[config.mk]
export PLATFORM = sky130hd
export DESIGN_NAME = npcm_out
export DESIGN_NICKNAME = d
export VERILOG_FILES = /design/src/design/npcm_pkg.sv /design/src/design/npcm_out.sv
export SDC_FILE = /design/constraint.sdc
export NUM_CORES = 1
export LEC_CHECK = 0
export BUFFER_PORTS_ARGS = -buffer_cell sky130_fd_sc_hd__buf_2
export CORE_MARGIN = 10
export CORE_UTILIZATION = 45
export CTS_BUF_LIST = sky130_fd_sc_hd__clkbuf_4
export CTS_CLUSTER_DIAMETER = 60
export CTS_CLUSTER_SIZE = 20
export DETAILED_ROUTE_END_ITERATION = 10
export PLACE_DENSITY = 0.83
export SLEW_MARGIN = 30
export SYNTH_ARGS = -nofsm -noshare
export SYNTH_HDL_FRONTEND = slang
export SYNTH_SLANG_ARGS = --single-unit
export TNS_END_PERCENT = 20
[constraint.sdc]
create_clock -name clk -period 3.66 [get_ports clk]
set_clock_uncertainty 0.2 [all_clocks]
set_input_delay 0.183 -clock clk [delete_from_list [all_inputs] [get_ports clk]]
set_output_delay 0.183 -clock clk [all_outputs]
set_load 0.02 [all_outputs]
[src/design/npcm_pkg.sv]
// shared types and constants for the nearest palette color match block
package npcm_pkg;

    localparam int PALETTE_DEPTH = 64;
    localparam int IDX_W         = 6;
    localparam int CHAN_W        = 8;
    localparam int ERR_W         = 18;
    localparam int TOTAL_W       = 40;
    localparam int S_DATA_W      = 32;
    localparam int M_DATA_W      = 88;

    typedef enum logic
    {
        REQ_LOAD  = 1'b0,
        REQ_PIXEL = 1'b1
    } req_t;

    typedef struct packed
    {
        req_t              req_type;
        logic [IDX_W-1:0]  entry_index;
        logic              entry_is_unit;
        logic [CHAN_W-1:0] color_r;
        logic [CHAN_W-1:0] color_g;
        logic [CHAN_W-1:0] color_b;
        logic              first_pixel;
    } item_t;

    typedef struct packed
    {
        logic              have;
        logic [IDX_W-1:0]  idx;
        logic [CHAN_W-1:0] r;
        logic [CHAN_W-1:0] g;
        logic [CHAN_W-1:0] b;
        logic [ERR_W-1:0]  err;
    } best_t;

    typedef struct packed
    {
        logic  valid;
        item_t item;
        best_t best;
    } stage_t;

    function automatic logic [2*CHAN_W-1:0] chan_sq(input logic [CHAN_W-1:0] x,
                                                    input logic [CHAN_W-1:0] y);
        logic [CHAN_W-1:0] d;
        d = (x > y) ? (x - y) : (y - x);
        return d * d;
    endfunction

endpackage

[src/design/npcm_out.sv]
// output register with the saturating running error total
module npcm_out
(
    input  logic                              clk,
    input  logic                              rst_n,
    input  logic                              advance,
    input  npcm_pkg::stage_t                  stage_in,
    output logic                              out_valid,
    output npcm_pkg::best_t                   out_best,
    output logic [npcm_pkg::TOTAL_W-1:0]      out_total
);

    logic                             valid_reg;
    logic                             valid_next;
    npcm_pkg::best_t                  best_reg;
    logic [npcm_pkg::TOTAL_W-1:0]     total_reg;
    logic [npcm_pkg::TOTAL_W-1:0]     total_next;
    logic [npcm_pkg::TOTAL_W-1:0]     base;
    logic [npcm_pkg::TOTAL_W:0]       sum;

    always_comb
    begin
        valid_next = stage_in.valid && (stage_in.item.req_type == npcm_pkg::REQ_PIXEL);
        base       = stage_in.item.first_pixel ? '0 : total_reg;
        sum        = {1'b0, base} + (npcm_pkg::TOTAL_W+1)'(stage_in.best.err);
        total_next = total_reg;
        if (valid_next)
        begin
            if (!stage_in.best.have)
            begin
                total_next = base;
            end
            else if (sum[npcm_pkg::TOTAL_W])
            begin
                total_next = '1;
            end
            else
            begin
                total_next = sum[npcm_pkg::TOTAL_W-1:0];
            end
        end
    end

    always_ff @(posedge clk or negedge rst_n)
    begin
        if (!rst_n)
        begin
            valid_reg <= 1'b0;
            total_reg <= '0;
        end
        else if (advance)
        begin
            valid_reg <= valid_next;
            total_reg <= total_next;
        end
    end

    always_ff @(posedge clk)
    begin
        if (advance)
        begin
            best_reg <= stage_in.best;
        end
    end

    assign out_valid = valid_reg;
    assign out_best  = best_reg;
    assign out_total = total_reg;

endmodule

==> results of run 1 <==
==> per-layer routing <==
metal	routed length, microns	track usage	vias up
met5	0	0	-
met4	219	0.05759	0
met3	1489	0.05872	18
met2	7768	0.3321	226
met1	6760	0.2516	2318
li1	-	-	2245
==> how the worst min path moves through the flow <==
stage                  from                         to  slack, ns  depth (start not counted)
2_1_floorplan         rst_n   out_total[0]$_DFFE_PN0P_      -0.31                          0
3_3_place_gp   stage_in[24]     out_best[24]$_DFFE_PP_       0.16                          1
3_5_place_dp          rst_n      out_valid$_DFFE_PN0P_      -0.06                          1
4_1_cts               rst_n  out_total[11]$_DFFE_PN0P_      0.005                          3
5_1_grt               rst_n  out_total[11]$_DFFE_PN0P_       0.02                          3
6_report              rst_n  out_total[11]$_DFFE_PN0P_     -0.004                          3
==> placed cells by master (no fill, tap or decap), types with 13 or more instances in the layout <==
cell and n:
nor2b_1 22, dlygate4sd3_1 52, dfrtp_1 41, nand2_1 56, nor2_1 33, buf_4 13
ha_1 18, a21oi_1 27, o21ai_1 14, buf_2 144, nand3_1 23, nand4_1 13
and3_1 17, edfxtp_1 49, o21ai_0 15, o211ai_1 13
==> per-stage QoR <==
stage / std cells / hold slack, ns / area, sq um / setup WS, ns
floorplan: 499 / -0.3126 / 5020 / 0.2384
global placement: 767 / 0.1604 / 5882 / 0.3201
detailed placement: 768 / -0.06032 / 5902 / 0.3123
CTS: 836 / 0.005245 / 6540 / 0.3186
global route: 837 / 0.02049 / 6543 / 0.1042
finish: 838 / -0.003859 / 6545 / 0.2849
==> state kept, by name, summed over array words and instances, names as in the netlist <==
register / count
out_valid: 1
out_best: 49
out_total: 40
==> layout make-up <==
| class | instances | area, sq um |
|---|---|---|
| multi-input cells | 372 | 2361 |
| clock inverters | 6 | 42.54 |
| well taps | 140 | 175.2 |
| inverters | 8 | 30.03 |
| clock buffers | 10 | 75.07 |
| flip-flops and latches | 90 | 2497 |
| fillers | 885 | 4343 |
| repair buffers | 210 | 1359 |
| diodes | 2 | 5.005 |
==> worst max-delay path, cell delays in order (launching register included) <==
cell and delay, ns:
dfrtp_1 0.42, nor2b_1 0.13, ha_1 0.22, fa_1 0.43, a211oi_1 0.26, o21bai_1 0.16, a211oi_1 0.38, o21ai_1 0.32
and3_1 0.36, and3_1 0.21, o22a_1 0.18
==> synthesized netlist by cell type, types with 2 or more instances <==
cell type,number
nor4_1,3
o22ai_1,9
xor2_1,8
a31o_1,2
nor3b_1,2
a21o_1,6
o21a_1,2
mux2i_1,10
buf_1,4
a311oi_1,2
clkbuf_1,12
a21oi_1,27
inv_1,7
nor3_1,8
or2_1,2
edfxtp_1,49
o21ai_0,15
a211oi_1,5
o21ai_1,14
and3_1,17
or3_1,3
nor4_2,2
nand4_1,13
and4_1,4
nor2_1,33
o211ai_1,13
nand2_1,56
o31ai_1,2
nand3_1,23
buf_2,12
xnor2_1,6
nand3b_1,2
nand2b_1,2
a211o_1,3
o21bai_1,3
and2_1,9
dfrtp_1,41
ha_1,18
nor2b_1,22
a31oi_1,10
o22a_1,3
==> power by group through the flow <==
stage / logic (mW) / registers (mW) / clock network (mW)
final: 0.913 / 1.24 / 0.512
after global routing: 1.00 / 1.25 / 0.558
after CTS: 0.906 / 1.24 / 0.513
after detailed placement: 0.857 / 1.26 / 0
after global placement: 0.839 / 1.25 / 0
after floorplan: 0.440 / 1.38 / 0
==> logic make-up after synthesis <==
| kind of cell | synth area share |
|---|---|
| buffers and inverters | 0.03215 |
| adders and majority gates | 0.04885 |
| muxes | 0.01994 |
| AOI/OAI and AO/OA | 0.1702 |
| and+or+nand+nor | 0.2069 |
| DFF | 0.4975 |
| xor gates and xnor gates | 0.02443 |
==> flow_summary.toml, run 1 <==
[outcome]
status = "finished, violations left"
failed_checks = "hold timing"

[detailed_routing]
drt_first_pass_iters = 5
vias = 4807
totalWireLength_mm = 16.24
routed_wire_length_per_instance_microns = 19.38
detail-route-antenna-nets = 0
drt-vias-per-instance = 5.736
detail_route.iter0.violations = 451
drc = 0

[sta]
period_minus_slack_ns = 3.375
setup_violations = 0
relSlewSlack = 0.3840
finalCritPeriodShare = 0.9222
hold_vio_cnt_final = 6
holdWs_ns = -0.003859
achievable-frequency_ghz = 0.2963
fin_tns_setup_ns = 0
worst_slew_pin_slew_ns = 0.9213
timing.final.max_slew_violations = 0
grt_setup_unrepaired = "false"

[logic_synthesis]
seq_area_frac_synth = 0.4975
synth_cell_type_count = 56
avgSynthCellArea_sq_um = 10.06
synth-seq-cells = 90
ys_flop_type = "edfxtp_1"
synth.top_cells.by_area = "edfxtp_1 29%, dfrtp_1 20%, ha_1 4.5%, nand2_1 4.2%, nor2b_1 2.7%"
synth_edf_count = 49
synth.cell_area_sq_um = 5020
top_cell_type_by_total_area_after_synthesis = "edfxtp_1"
post-synth-top-area-fraction = 0.2931
ys_warn_count = 0
netlist_instances = 499
async_reset_ff_frac = 0.4556
syn_nets = 604

[pwr]
share_clk_of_total_power = 0.192
power.share.sequential = 0.465
power_switching_share = 0.3717
power.internal_mw = 1.674
pwr-share-comb = 0.343
post-layout-total-power_mw = 2.665
power_leakage_nw = 2.918
power.ir.vdd_worst_uv = 214.5
p_per_cell_area_nw_per_um2 = 407.2
total_switching_power_mw = 0.9906

[setup_path]
crit-reg2reg-launch = "out_total[0]$_DFFE_PN0P_"
criticalPathCategory = "flop to flop"
reg2reg_depth = 10
worst-path-max-fanout = 9
cp_required_ns = 3.81
worst_setup_path_end_kind = "flop"
rrSetupSlack_ns = 0.28
critPathLaunch = "out_total[0]$_DFFE_PN0P_"
critPathArrivalTime_ns = 3.53
endpoint = "out_total[28]$_DFFE_PN0P_"
critPathLaunchType = "flop"
r2r_end = "out_total[28]$_DFFE_PN0P_"

[global_routing]
grt_usage = 0.2015
grt_first_pass_wirelength_mm = 26.08
initial_antenna_violation_count = 2
grt_start_max_net_pins = 49
number_of_global_route_vias_before_repair = 4751
grt_overflow = 0

[floorplanning]
die_y_microns = 125.6
die_x_microns = 125.6
floorplan.io_pins = 176
core_area_sq_um = 10890
start_util = 0.4610
fp-row-count = 38
die-area_sq_um = 15780

[clock_tree]
clk_pin_slew_worst_paths_ns = 0.16
cts_setup_buffers = 0
cts_repair_resize_count = 0
cts.path.max_buffers = 2
clock_insertion_delay_worst_skew_ns = 0.46
cts-htree-levels = 3
clock-root-buffer = "clkbuf_4"
clkSinkCount = 90
cts-buffers-inserted = 9
number_of_buffers_added_to_fix_hold_violations_after_cts = 52
cts_tree = "yes"

[layout]
fraction_of_final_layout_cells_with_drive_strength_greater_than_1 = 0.2615
syn2layout_area_growth_pct = 30.38
finalCoreUtilization = 0.6011
nets = 796

[min_path]
worst_hold_path_type = "primary input to async pin"

[placement]
dp_hpwl_mm = 11.55
port-buffer-count = 144
gpl.final_weighted_congestion = 0.8929

[run]
timing.max_cap.violations = 0
No activity file was read; power rests on OpenSTA's default activity.
==> run 2: changes to the inputs <==
- PLACE_DENSITY: 0.83 -> 0.86
- clock period: 3.66 -> 2.75 ns (I/O delays scaled with it)
==> run 2 against run 1 <==
  * Combinational power increased by 91%
  * Die area unchanged
  * The flow finishes with violations (hold timing, setup timing)
  * Non-clock buffer count increased by 94
  * Utilization increased by 9.1 points
  * Worst hold slack improved by 0.0028 ns
  * Sequential power increased by 31%
  * Global-route usage increased by 2.4 points
==> flow_summary.toml, run 2 (synthesis results as in run 1) <==
[outcome]
status = "finished, violations left"
failed_checks = "hold timing, setup timing"

[layout]
nets = 891
filler_cell_count = 771
syn2layout_area_growth_pct = 50.15
largest_register_ffs = 49
final_cell_mix = "143 x buf_2, 105 x buf_4, 55 x nand2_1, 51 x dlygate4sd3_1, 49 x edfxtp_1"
fraction_of_final_layout_cells_with_drive_strength_greater_than_1 = 0.3970
most_common_library_cell_in_the_layout_ignoring_fill_and_taps = "buf_2"

[placement]
port-buffer-count = 144
dp_hpwl_mm = 12.70
pre_cts_ws_ns = -0.2721
gpl.final_weighted_congestion = 0.9177

[setup_path]
worst-path-max-fanout = 5
critPathLaunchType = "flop"
worst_setup_path_end_kind = "flop"
critPathTopFamily = "compound AO/OA/AOI/OAI gates"
crit_cells = 10
reg2reg_depth = 10
criticalPathCategory = "flop to flop"
critPathSlowestCell = "dfrtp_1"
crit_buf_inv = 1
critPathArrivalTime_ns = 3.04
timing.critical_path.cells = "nor2b_1 > ha_1 > a21o_1 > a21oi_1 > a21o_1 > buf_4 > a31oi_1 > a31oi_1 > xor2_1 > o211ai_1"
critical_path.max_stage_delay_ns = 0.40
cp_required_ns = 2.90

[sta]
hold_vio_cnt_final = 2
grt_setup_unrepaired = "true"
timing.final.max_slew_violations = 0
period_minus_slack_ns = 2.888
holdWs_ns = -0.001055
finalCritPeriodShare = 1.050
setup_violations = 33
postLayoutSetupSlackWorst_ns = -0.1384
worst_slew_pin_slew_ns = 0.7072
relSlewSlack = 0.5272
achievable-frequency_ghz = 0.3462

[floorplanning]
core_area_sq_um = 10890
die-area_sq_um = 15780
die_x_microns = 125.6
die_y_microns = 125.6
fp-row-count = 38
floorplan.io_pins = 176
start_util = 0.4610

[pwr]
post-layout-total-power_mw = 4.121
p_per_cell_area_nw_per_um2 = 546.7
power.ir.vdd_worst_uv = 352.0
power_leakage_nw = 3.460

[detailed_routing]
routed_wire_length_per_instance_microns = 20.34
drt-vias-per-instance = 5.780
detail-route-antenna-nets = 0
drc = 0
drt_first_pass_iters = 5
totalWireLength_mm = 18.96
vias = 5387
detail_route.iter0.violations = 603

[min_path]
worst_hold_path_type = "primary input to async pin"

[clock_tree]
cts.path.max_buffers = 2
cts-htree-levels = 3
clk_pin_slew_worst_paths_ns = 0.15
clock_insertion_delay_worst_skew_ns = 0.48
clock-root-buffer = "clkbuf_4"
cts-buffers-inserted = 9
cts_tree = "yes"
clkSinkCount = 90

[global_routing]
grt_start_max_net_pins = 49
grt_first_pass_wirelength_mm = 29.28
grt_overflow = 0
initial_antenna_violation_count = 1
number_of_global_route_vias_before_repair = 5301
grt_usage = 0.2260

[run]
timing.max_cap.violations = 0
## run 2: cell count changes in the layout (fill, tap and decap cells not counted), moves of 4 or more
| cell | before | now |
|---|---|---|
| buf_4 | 13 | 105 |
| o22ai_1 | 9 | 4 |
| o22ai_2 | 0 | 5 |
| a211oi_1 | 5 | 1 |
| and3_1 | 17 | 13 |
| and3_4 | 0 | 4 |
| buf_6 | 0 | 4 |
| ha_1 | 18 | 14 |
## run 2: area by class of cell
type                            instances  area (sq um)  area share
Multi-Input combinational cell        373          2618      0.3473
Sequential cell                        90          2499      0.3315
Timing Repair Buffer                  304          2079      0.2759
Tap cell                              140         175.2     0.02324
Clock buffer                           10         75.07    0.009960
Clock inverter                          6         58.81    0.007802
Inverter                                8         30.03    0.003984
Antenna cell                            1         2.502   0.0003320
## run 2: layer usage
metal  global-route usage  vias to the layer above  routed length [microns]
li1                     -                     2436                        -
met5                    0                        -                        0
met1               0.2979                     2567                     7784
met2               0.3619                      331                     8840
met4              0.06978                        0                      493
met3              0.05117                       53                     1842
## run 2: path summary, 6_finish.rpt
check | slack [ns] | endpoint | from
hold reg to reg | 0.35 | out_valid$_DFFE_PN0P_ | out_valid$_DFFE_PN0P_
min in group clk | 0.10 | out_total[22]$_DFFE_PN0P_ | stage_in[49]
hold / removal | -0.001 | out_total[5]$_DFFE_PN0P_ | rst_n
setup reg to reg | -0.14 | out_total[15]$_DFFE_PN0P_ | out_total[3]$_DFFE_PN0P_
setup / recovery | -0.14 | out_total[15]$_DFFE_PN0P_ | out_total[3]$_DFFE_PN0P_
max in group asynchronous | 1.94 | out_total[0]$_DFFE_PN0P_ | rst_n
## run 2: timing repair
| action | in CTS | in global routing |
|---|---|---|
| hold endpoints to repair | 94 | 0 |
| setup buffers | 7 | 6 |
| cloned | 1 | 0 |
| pin swaps | 25 | 18 |
| hold buffers | 51 | 0 |
| endpoints found under the setup margin | 40 | 40 |
| gates resized for setup | 29 | 22 |
## run 2: power breakdown
group	internal [mW]	switching [mW]	total, mW
clock network	0.282	0.471	0.752
registers	1.56	0.0665	1.63
logic	0.785	0.954	1.74
total	2.63	1.49	4.12
## run 2: through the flow
step / instances / util / hold WS, ns / setup TNS [ns] / area, sq um
floorplan: 499 / - / -0.3581 / -0.2007 / 5064
global placement: 850 / 0.5989 / 0.1145 / -4.984 / 6521
detailed placement: 850 / 0.5992 / -0.02871 / -7.795 / 6524
CTS: 925 / 0.6793 / 0.01271 / -2.646 / 7396
global route: 932 / 0.6923 / 0.02325 / -5.289 / 7537
finish: 932 / 0.6923 / -0.001055 / -2.211 / 7537
