`config.mk`:
```
export PLATFORM = sky130hd
export DESIGN_NAME = npcm_cell
export DESIGN_NICKNAME = d
export VERILOG_FILES = /design/src/design/npcm_pkg.sv /design/src/design/npcm_cell.sv
export SDC_FILE = /design/constraint.sdc
export NUM_CORES = 1
export LEC_CHECK = 0
export ABC_CLOCK_PERIOD_IN_PS = 11150
export BUFFER_PORTS_ARGS = -buffer_cell sky130_fd_sc_hd__buf_4
export CORE_MARGIN = 2
export CORE_UTILIZATION = 46
export DETAILED_ROUTE_END_ITERATION = 10
export HOLD_SLACK_MARGIN = 0.1
export PLACE_DENSITY = 0.65
export SLEW_MARGIN = 25
export SYNTH_ARGS = -nofsm -noshare
export SYNTH_HDL_FRONTEND = slang
export SYNTH_SLANG_ARGS = --single-unit
```
`constraint.sdc`:
```
create_clock -name clk -period 11.15 [get_ports clk]
set_input_delay 0.5575 -clock clk [delete_from_list [all_inputs] [get_ports clk]]
set_output_delay 0.5575 -clock clk [all_outputs]
set_load 0.02 [all_outputs]
```
`src/design/npcm_pkg.sv`:
```
// shared types and constants for the nearest palette color match block
package npcm_pkg;

    localparam int PALETTE_DEPTH = 64;
    localparam int IDX_W         = 6;
    localparam int CHAN_W        = 8;
    localparam int ERR_W         = 18;
    localparam int TOTAL_W       = 40;
    localparam int S_DATA_W      = 32;
    localparam int M_DATA_W      = 88;

    typedef enum logic
    {
        REQ_LOAD  = 1'b0,
        REQ_PIXEL = 1'b1
    } req_t;

    typedef struct packed
    {
        req_t              req_type;
        logic [IDX_W-1:0]  entry_index;
        logic              entry_is_unit;
        logic [CHAN_W-1:0] color_r;
        logic [CHAN_W-1:0] color_g;
        logic [CHAN_W-1:0] color_b;
        logic              first_pixel;
    } item_t;

    typedef struct packed
    {
        logic              have;
        logic [IDX_W-1:0]  idx;
        logic [CHAN_W-1:0] r;
        logic [CHAN_W-1:0] g;
        logic [CHAN_W-1:0] b;
        logic [ERR_W-1:0]  err;
    } best_t;

    typedef struct packed
    {
        logic  valid;
        item_t item;
        best_t best;
    } stage_t;

    function automatic logic [2*CHAN_W-1:0] chan_sq(input logic [CHAN_W-1:0] x,
                                                    input logic [CHAN_W-1:0] y);
        logic [CHAN_W-1:0] d;
        d = (x > y) ? (x - y) : (y - x);
        return d * d;
    endfunction

endpackage

```
`src/design/npcm_cell.sv`:
```
// one palette cell: holds an entry, takes loads aimed at it and scores passing pixels
module npcm_cell
(
    input  logic                       clk,
    input  logic                       rst_n,
    input  logic                       advance,
    input  logic [npcm_pkg::IDX_W-1:0] cell_id,
    input  npcm_pkg::stage_t           stage_in,
    output npcm_pkg::stage_t           stage_out
);

    logic [3*npcm_pkg::CHAN_W-1:0] color_reg;
    logic                          usable_reg;
    npcm_pkg::stage_t              a_reg;
    logic [npcm_pkg::ERR_W-1:0]    a_err_reg;
    logic [npcm_pkg::ERR_W-1:0]    a_err_next;
    logic                          a_use_reg;
    logic                          a_use_next;
    npcm_pkg::stage_t              b_reg;
    npcm_pkg::stage_t              b_next;
    logic                          load_hit;

    assign load_hit = stage_in.valid && (stage_in.item.req_type == npcm_pkg::REQ_LOAD)
                      && (stage_in.item.entry_index == cell_id);

    always_comb
    begin
        a_err_next = npcm_pkg::ERR_W'(npcm_pkg::chan_sq(color_reg[23:16], stage_in.item.color_r))
                   + npcm_pkg::ERR_W'(npcm_pkg::chan_sq(color_reg[15:8],  stage_in.item.color_g))
                   + npcm_pkg::ERR_W'(npcm_pkg::chan_sq(color_reg[7:0],   stage_in.item.color_b));
        a_use_next = usable_reg && (stage_in.item.req_type == npcm_pkg::REQ_PIXEL);
    end

    // palette entry, written as a load transaction passes this cell
    always_ff @(posedge clk)
    begin
        if (advance && load_hit)
        begin
            color_reg <= {stage_in.item.color_r, stage_in.item.color_g, stage_in.item.color_b};
        end
    end

    always_ff @(posedge clk or negedge rst_n)
    begin
        if (!rst_n)
        begin
            usable_reg <= 1'b0;
        end
        else if (advance && load_hit)
        begin
            usable_reg <= stage_in.item.entry_is_unit;
        end
    end

    // strict compare keeps the lowest index on a tie
    always_comb
    begin
        b_next = a_reg;
        if (a_reg.valid && a_use_reg && (!a_reg.best.have || (a_err_reg < a_reg.best.err)))
        begin
            b_next.best.have = 1'b1;
            b_next.best.idx  = cell_id;
            b_next.best.r    = color_reg[23:16];
            b_next.best.g    = color_reg[15:8];
            b_next.best.b    = color_reg[7:0];
            b_next.best.err  = a_err_reg;
        end
    end

    always_ff @(posedge clk or negedge rst_n)
    begin
        if (!rst_n)
        begin
            a_reg     <= '0;
            a_err_reg <= '0;
            a_use_reg <= 1'b0;
            b_reg     <= '0;
        end
        else if (advance)
        begin
            a_reg     <= stage_in;
            a_err_reg <= a_err_next;
            a_use_reg <= a_use_next;
            b_reg     <= b_next;
        end
    end

    assign stage_out = b_reg;

endmodule

```
==> results.sh, run 1 <==
export IMPL_outcome="finished, final reports clean"
export IMPL_reg2reg_depth=29
export IMPL_syn_inst=1474
export IMPL_hp_class="in2reg"
export IMPL_synth_nets=1843
export IMPL_drive_gt1_share_pct=21.4
export IMPL_grt_overflow_total=0
export IMPL_portBuffers=174
export IMPL_slew_headroom_pct=38.7
export IMPL_row_count=67
export IMPL_synth_async_reset_ratio_pct=88.6
export IMPL_yosysSeqAreaShare_pct=34.3
export IMPL_critical_path_class="reg2reg"
export IMPL_drt_initial_drc_count=370
export IMPL_synthAdderAreaFrac_pct=28.7
export IMPL_ant_nets=0
export IMPL_clockBufferDepth=3
export IMPL_grt_pass1_wl_mm=55.6
export IMPL_yosysWarnings=0
export IMPL_critPathSlowestCell="a2111oi_0"
export IMPL_die_area_mm2=0.0356
export IMPL_ys_seq_elements=210
export IMPL_route_detailed_drc=0
export IMPL_synth_distinct_cells=54
export IMPL_grt_pass1_vias=11200
export IMPL_dp_hpwl_mm=26.4
export IMPL_fmax_mhz=104
export IMPL_muxShareOfSynthArea_pct=12.6
export IMPL_synth_top_family_by_area="adder cells"
export IMPL_grt_max_degree=89
export IMPL_worst_pin_slew_ns=0.913
export IMPL_path_common_cell="fa_1"
export IMPL_grt_usage_pct=19.3
export IMPL_startpoint_type="flop"
export IMPL_diodes=0
export IMPL_final_cell_area_mm2=0.0183
export IMPL_htree_levels=1
export IMPL_ys_flop_type="dfrtp_1"
export IMPL_fin_nets=2014
export IMPL_yosys_area_share_xor_xnor_pct=2.17
export IMPL_period_minus_slack_ns=9.58
export IMPL_wirelength_met1_mm=14.1
export IMPL_die_h_um=189
export IMPL_drt_pass1_iterations=4
export IMPL_routed_wl_mm=33.6
export IMPL_cts_tree="yes"
export IMPL_fin_setup_tns_ns=0
export IMPL_synth_area_mm2=0.0157
export IMPL_cts_made_buffers=24
export IMPL_endpoint_kind="flop"
export IMPL_met2_wirelength_mm=16.9
export IMPL_dieWidth_um=189
export IMPL_wl_per_cell_um=15.9
export IMPL_top_layer="met4"
export IMPL_synthMostInstantiatedCell="inv_1"
export IMPL_post_cts_resized=0
export IMPL_clock_sinks=210
export IMPL_synth_top_area_share_pct=29.7
export IMPL_vias=10600
export IMPL_clock_root_buffer="clkbuf_16"
export IMPL_finalSetupViolations=0
export IMPL_cap_violations=0
export IMPL_coreArea_mm2=0.0335
export IMPL_pin_count=175
export IMPL_place_area_mm2=0.0175
export IMPL_ctsHoldBuffers=1
export IMPL_antenna_found_initial=0
export IMPL_fin_crit_sh_pct=86.0
export IMPL_slew_violations=0
export IMPL_synth_edf_count=24
export IMPL_yosysTopAreaCell="dfrtp_1"
export IMPL_synth_top_cells_by_area="dfrtp_1 (30%), fa_1 (18%), ha_1 (11%)"
export IMPL_cts_setup_buffers=0
export IMPL_rsz0062_at_grt="no"
export IMPL_critical_path_arrival_ns=10.01
export IMPL_critical_path_required_ns=11.57
export IMPL_synth_simple_area_share_pct=7.08
export IMPL_finalHoldViolations=0
export IMPL_syn_to_final_growth_pct=16.5
export IMPL_avgSynthCellArea_um2=10.6
export IMPL_viasPerCell=5.02
export IMPL_synth_compound_area_share_pct=7.08
export IMPL_gp_congestion=0.885
export IMPL_hold_depth=1
export IMPL_clkTransAtPathRegs_ns=0.06
export IMPL_crit_fanout=9
export IMPL_wl_met3_mm=1.75
export IMPL_synth_commonest_cells="inv_1 (288), dfrtp_1 (186), ha_1 (139)"
export IMPL_skew_ns=0.0377
export IMPL_initial_core_util_pct=46.8
export IMPL_critical_path_max_stage_delay_ns=0.62
export IMPL_clk_latency_ns=0.55
-- metrics by stage --
| step | cells | setup slack (ns) | utilization, % | hold WS, ns |
|---|---|---|---|---|
| finish | 2110 | 1.57 | 54.5 | 0.217 |
| global route | 2110 | 1.00 | 54.5 | 0.200 |
| CTS | 2110 | 1.57 | 54.5 | 0.196 |
| detailed placement | 2066 | 1.46 | 52.2 | 0.487 |
| global placement | 2066 | 1.63 | 52.2 | 0.482 |
| floorplan | 1474 | 2.36 | - | 0.262 |
-- worst paths after layout --
kind,slack [ns],end,start
min in group asynchronous,0.61,a_reg[59],rst_n
max in group asynchronous,8.57,stage_out[5],rst_n
max,1.57,a_err_reg[16],color_reg[8]
min reg2reg,0.50,a_use_reg,usable_reg
min,0.22,color_reg[7],stage_in[57]
max reg2reg,1.57,a_err_reg[16],color_reg[8]
-- layout make-up --
cell class | count | area, µm²
inverters | 290 | 1090
clock inverters | 7 | 87.6
fillers | 3003 | 15300
multi-input cells | 930 | 9050
repair buffers | 189 | 1430
clock buffers | 36 | 686
well taps | 448 | 561
flip-flops and latches | 210 | 5380
-- kinds of logic after synthesis --
family | Yosys count
buffers and inverters | 334
adder cells (fa/ha/maj) | 277
AND/OR/NAND/NOR | 250
flip-flops | 210
AO/OA/AOI/OAI | 183
multiplexers | 182
XOR/XNOR | 38
-- worst max-delay path, delay by kind of cell (launching register included) --
kind	cells	cell delay, ns
compound gates	8	1.87
xor+xnor	2	0.68
fa+ha+maj	10	4.51
buf+inv	4	0.26
flops	1	0.47
mux	2	0.69
simple gates	3	1.01
-- per-layer routing --
layer | global-route usage, % | vias up
li1 | - | 5091
met3 | 3.86 | 51
met1 | 24.8 | 5256
met2 | 33.3 | 193
met5 | 0 | -
met4 | 5.14 | 0
-- cell usage in the layout (no fill, tap or decap), types with 6 or more instances in the layout --
master,n
a21o_1,15
a21oi_1,79
and2_1,10
buf_4,186
clkbuf_1,8
clkbuf_16,24
clkbuf_8,6
dfrtp_1,186
edfxtp_1,24
fa_1,138
ha_1,139
inv_1,288
mux2_2,119
mux2i_1,63
nand2_1,54
nand2b_1,12
nand3_1,8
nor2_1,123
nor2b_1,11
nor3_1,8
o21a_1,10
o21ai_0,35
xnor2_1,29
xor2_1,8
Power of run 1 is not shown: default switching activity piles up to over one toggle a cycle in this logic, so the estimate is an artifact.
==> run 2: changes to the inputs <==
--- a/config.mk
+++ b/config.mk
@@ -5,6 +5,7 @@
 export SDC_FILE = /design/constraint.sdc
 export NUM_CORES = 1
 export LEC_CHECK = 0
+export ABC_AREA = 1
 export ABC_CLOCK_PERIOD_IN_PS = 11150
 export BUFFER_PORTS_ARGS = -buffer_cell sky130_fd_sc_hd__buf_4
 export CORE_MARGIN = 2
==> run 2 against run 1 <==
Clock skew fell by 0.0024 ns; final cell count is 25% higher; setup slack better by 1.9 ns; die area up 6.5%; synthesized cell count up 37%; area after synthesis up 6.6%; final area rose by 5.0%; clock-buffer cell count increased by 1; hold slack lost 0.14 ns; critical endpoint is now a_err_reg[17].
==> results.sh, run 2 <==
export IMPL_synth_edf_count=24
export IMPL_die_h_um=195
export IMPL_synthMostInstantiatedCell="nand2_1"
export IMPL_drt_initial_drc_count=774
export IMPL_slew_headroom_pct=33.3
export IMPL_reg2reg_from="color_reg[0]"
export IMPL_hp_class="in2async"
export IMPL_critPathSlowestCell="fa_1"
export IMPL_fmax_mhz=130
export IMPL_critical_path_required_ns=11.58
export IMPL_synth_area_mm2=0.0167
export IMPL_wl_per_cell_um=16.5
export IMPL_clk_latency_ns=0.56
export IMPL_period_minus_slack_ns=7.69
export IMPL_ctsHoldBuffers=0
export IMPL_cts_made_buffers=25
export IMPL_cap_violations=0
export IMPL_outcome="finished, final reports clean"
export IMPL_cts_setup_buffers=0
export IMPL_fin_setup_tns_ns=0
export IMPL_yosysSeqAreaShare_pct=32.1
export IMPL_rsz0062_at_grt="no"
export IMPL_finalSetupViolations=0
export IMPL_drt_pass1_iterations=5
export IMPL_critical_path_class="reg2reg"
export IMPL_crit_start="color_reg[0]"
export IMPL_yosysWarnings=0
export IMPL_vias=13200
export IMPL_drive_gt1_share_pct=14.2
export IMPL_fin_crit_sh_pct=69.0
export IMPL_htree_levels=1
export IMPL_initial_core_util_pct=46.9
export IMPL_pin_count=175
export IMPL_skew_ns=0.0352
export IMPL_grt_pass1_wl_mm=71.1
export IMPL_antenna_found_initial=1
export IMPL_endpoint_kind="flop"
export IMPL_startpoint_type="flop"
export IMPL_final_cell_mix="nand2_1 (537), inv_1 (374), dfrtp_1 (186)"
export IMPL_ant_nets=0
export IMPL_crit_fanout=10
export IMPL_row_count=69
export IMPL_dp_hpwl_mm=34.0
export IMPL_avgSynthCellArea_um2=8.28
export IMPL_fin_nets=2530
export IMPL_gp_congestion=0.869
export IMPL_ys_seq_elements=210
export IMPL_use_met1_pct=33.3
export IMPL_critical_path_arrival_ns=8.13
export IMPL_viasPerCell=5.00
export IMPL_synth_distinct_cells=46
export IMPL_diodes=0
export IMPL_route_detailed_drc=0
export IMPL_grt_usage_pct=23.5
export IMPL_ys_flop_type="dfrtp_1"
export IMPL_clockBufferDepth=3
export IMPL_syn_to_final_growth_pct=14.7
export IMPL_worstReg2RegEnd="a_err_reg[17]"
export IMPL_reg2reg_depth=33
export IMPL_clkTransAtPathRegs_ns=0.06
export IMPL_synth_commonest_cells="nand2_1 (537), inv_1 (374), dfrtp_1 (186)"
export IMPL_critical_path_max_stage_delay_ns=0.55
export IMPL_slew_violations=0
export IMPL_cts_tree="yes"
export IMPL_synth_top_cells_by_area="dfrtp_1 (28%), fa_1 (17%), nand2_1 (12%)"
export IMPL_clock_root_buffer="clkbuf_16"
export IMPL_synth_top_area_share_pct=27.8
export IMPL_met2_usage_pct=38.1
export IMPL_coreArea_mm2=0.0357
export IMPL_dieWidth_um=195
export IMPL_finalHoldViolations=0
export IMPL_synth_async_reset_ratio_pct=88.6
export IMPL_groute_layer_met3_usage_pct=3.23
export IMPL_grt_overflow_total=0
export IMPL_clock_sinks=210
export IMPL_routed_wl_mm=43.5
export IMPL_yosysTopAreaCell="dfrtp_1"
export IMPL_rrSetupSlack_ns=3.46
export IMPL_portBuffers=174
export IMPL_worst_pin_slew_ns=1.00
export IMPL_grt_max_degree=138
export IMPL_busiest_layer="met2"
export IMPL_layout_commonest_cell="nand2_1"
export IMPL_die_area_mm2=0.0379
export IMPL_synth_nets=2388
export IMPL_grt_pass1_vias=13500
export IMPL_post_cts_resized=0
export IMPL_syn_inst=2019
-- run 2: cell types whose count changed after synthesis, sizes merged, moves of 12 or more --
cell    previous run  this run
a21o              15         2
a21oi             79        54
inv              290       398
mux2             119         0
mux2i             63         0
nand2             54       568
nand2b            12         0
nand3              8       124
o21ai             40       121
xnor2             29         9
xor2               9        29
-- run 2: through the flow --
step | setup slack [ns] | cells | utilization [%] | hold WS (ns) | cell area, µm²
floorplan | 4.19 | 2019 | - | 0.262 | 16700
global placement | 3.57 | 2595 | 51.4 | 0.455 | 18300
detailed placement | 3.46 | 2595 | 51.4 | 0.459 | 18300
CTS | 3.49 | 2640 | 53.8 | 0.103 | 19200
global route | 3.01 | 2640 | 53.8 | 0.137 | 19200
finish | 3.46 | 2640 | 53.8 | 0.0721 | 19200
-- run 2: cell families after synthesis --
| family | share of synthesized area, % |
|---|---|
| simple gates | 21.3 |
| compound gates | 6.75 |
| xor+xnor | 1.99 |
| buf+inv | 10.9 |
| flops | 32.1 |
| fa+ha+maj | 26.9 |
-- run 2: routing by layer --
layer | vias to the layer above | share of wire, %
li1 | 6444 | -
met1 | 6372 | 47
met2 | 327 | 46
met3 | 56 | 4.9
met4 | 2 | 2.1
met5 | - | 0.025
-- run 2: worst max-delay path, delay by kind of cell, from the launching register on --
family / cells / cell delay (ns)
adders and majority gates: 10 / 4.66
and+or+nand+nor: 14 / 1.42
buffers and inverters: 7 / 0.69
AOI/OAI and AO/OA: 2 / 0.42
DFF: 1 / 0.41
-- run 2: worst max path at each step --
| stage | endpoint | slack, ns | depth (start not counted) |
|---|---|---|---|
| after floorplan | a_err_reg[17] | 4.19 | 32 |
| after CTS | a_err_reg[17] | 3.49 | 33 |
| after detailed placement | a_err_reg[17] | 3.46 | 31 |
| final | a_err_reg[17] | 3.46 | 33 |
| after global placement | a_err_reg[17] | 3.57 | 32 |
| after global routing | a_err_reg[17] | 3.01 | 33 |
-- run 2: cell type report --
cell class | instances | area (µm²)
clock buffer | 37 | 752
fill | 3362 | 16500
tap | 461 | 577
multi-input combinational | 1346 | 9530
inverter | 398 | 1510
clock inverter | 8 | 83.8
sequential | 210 | 5380
timing repair buffer | 180 | 1360
Power of run 2 is left out for the same reason.
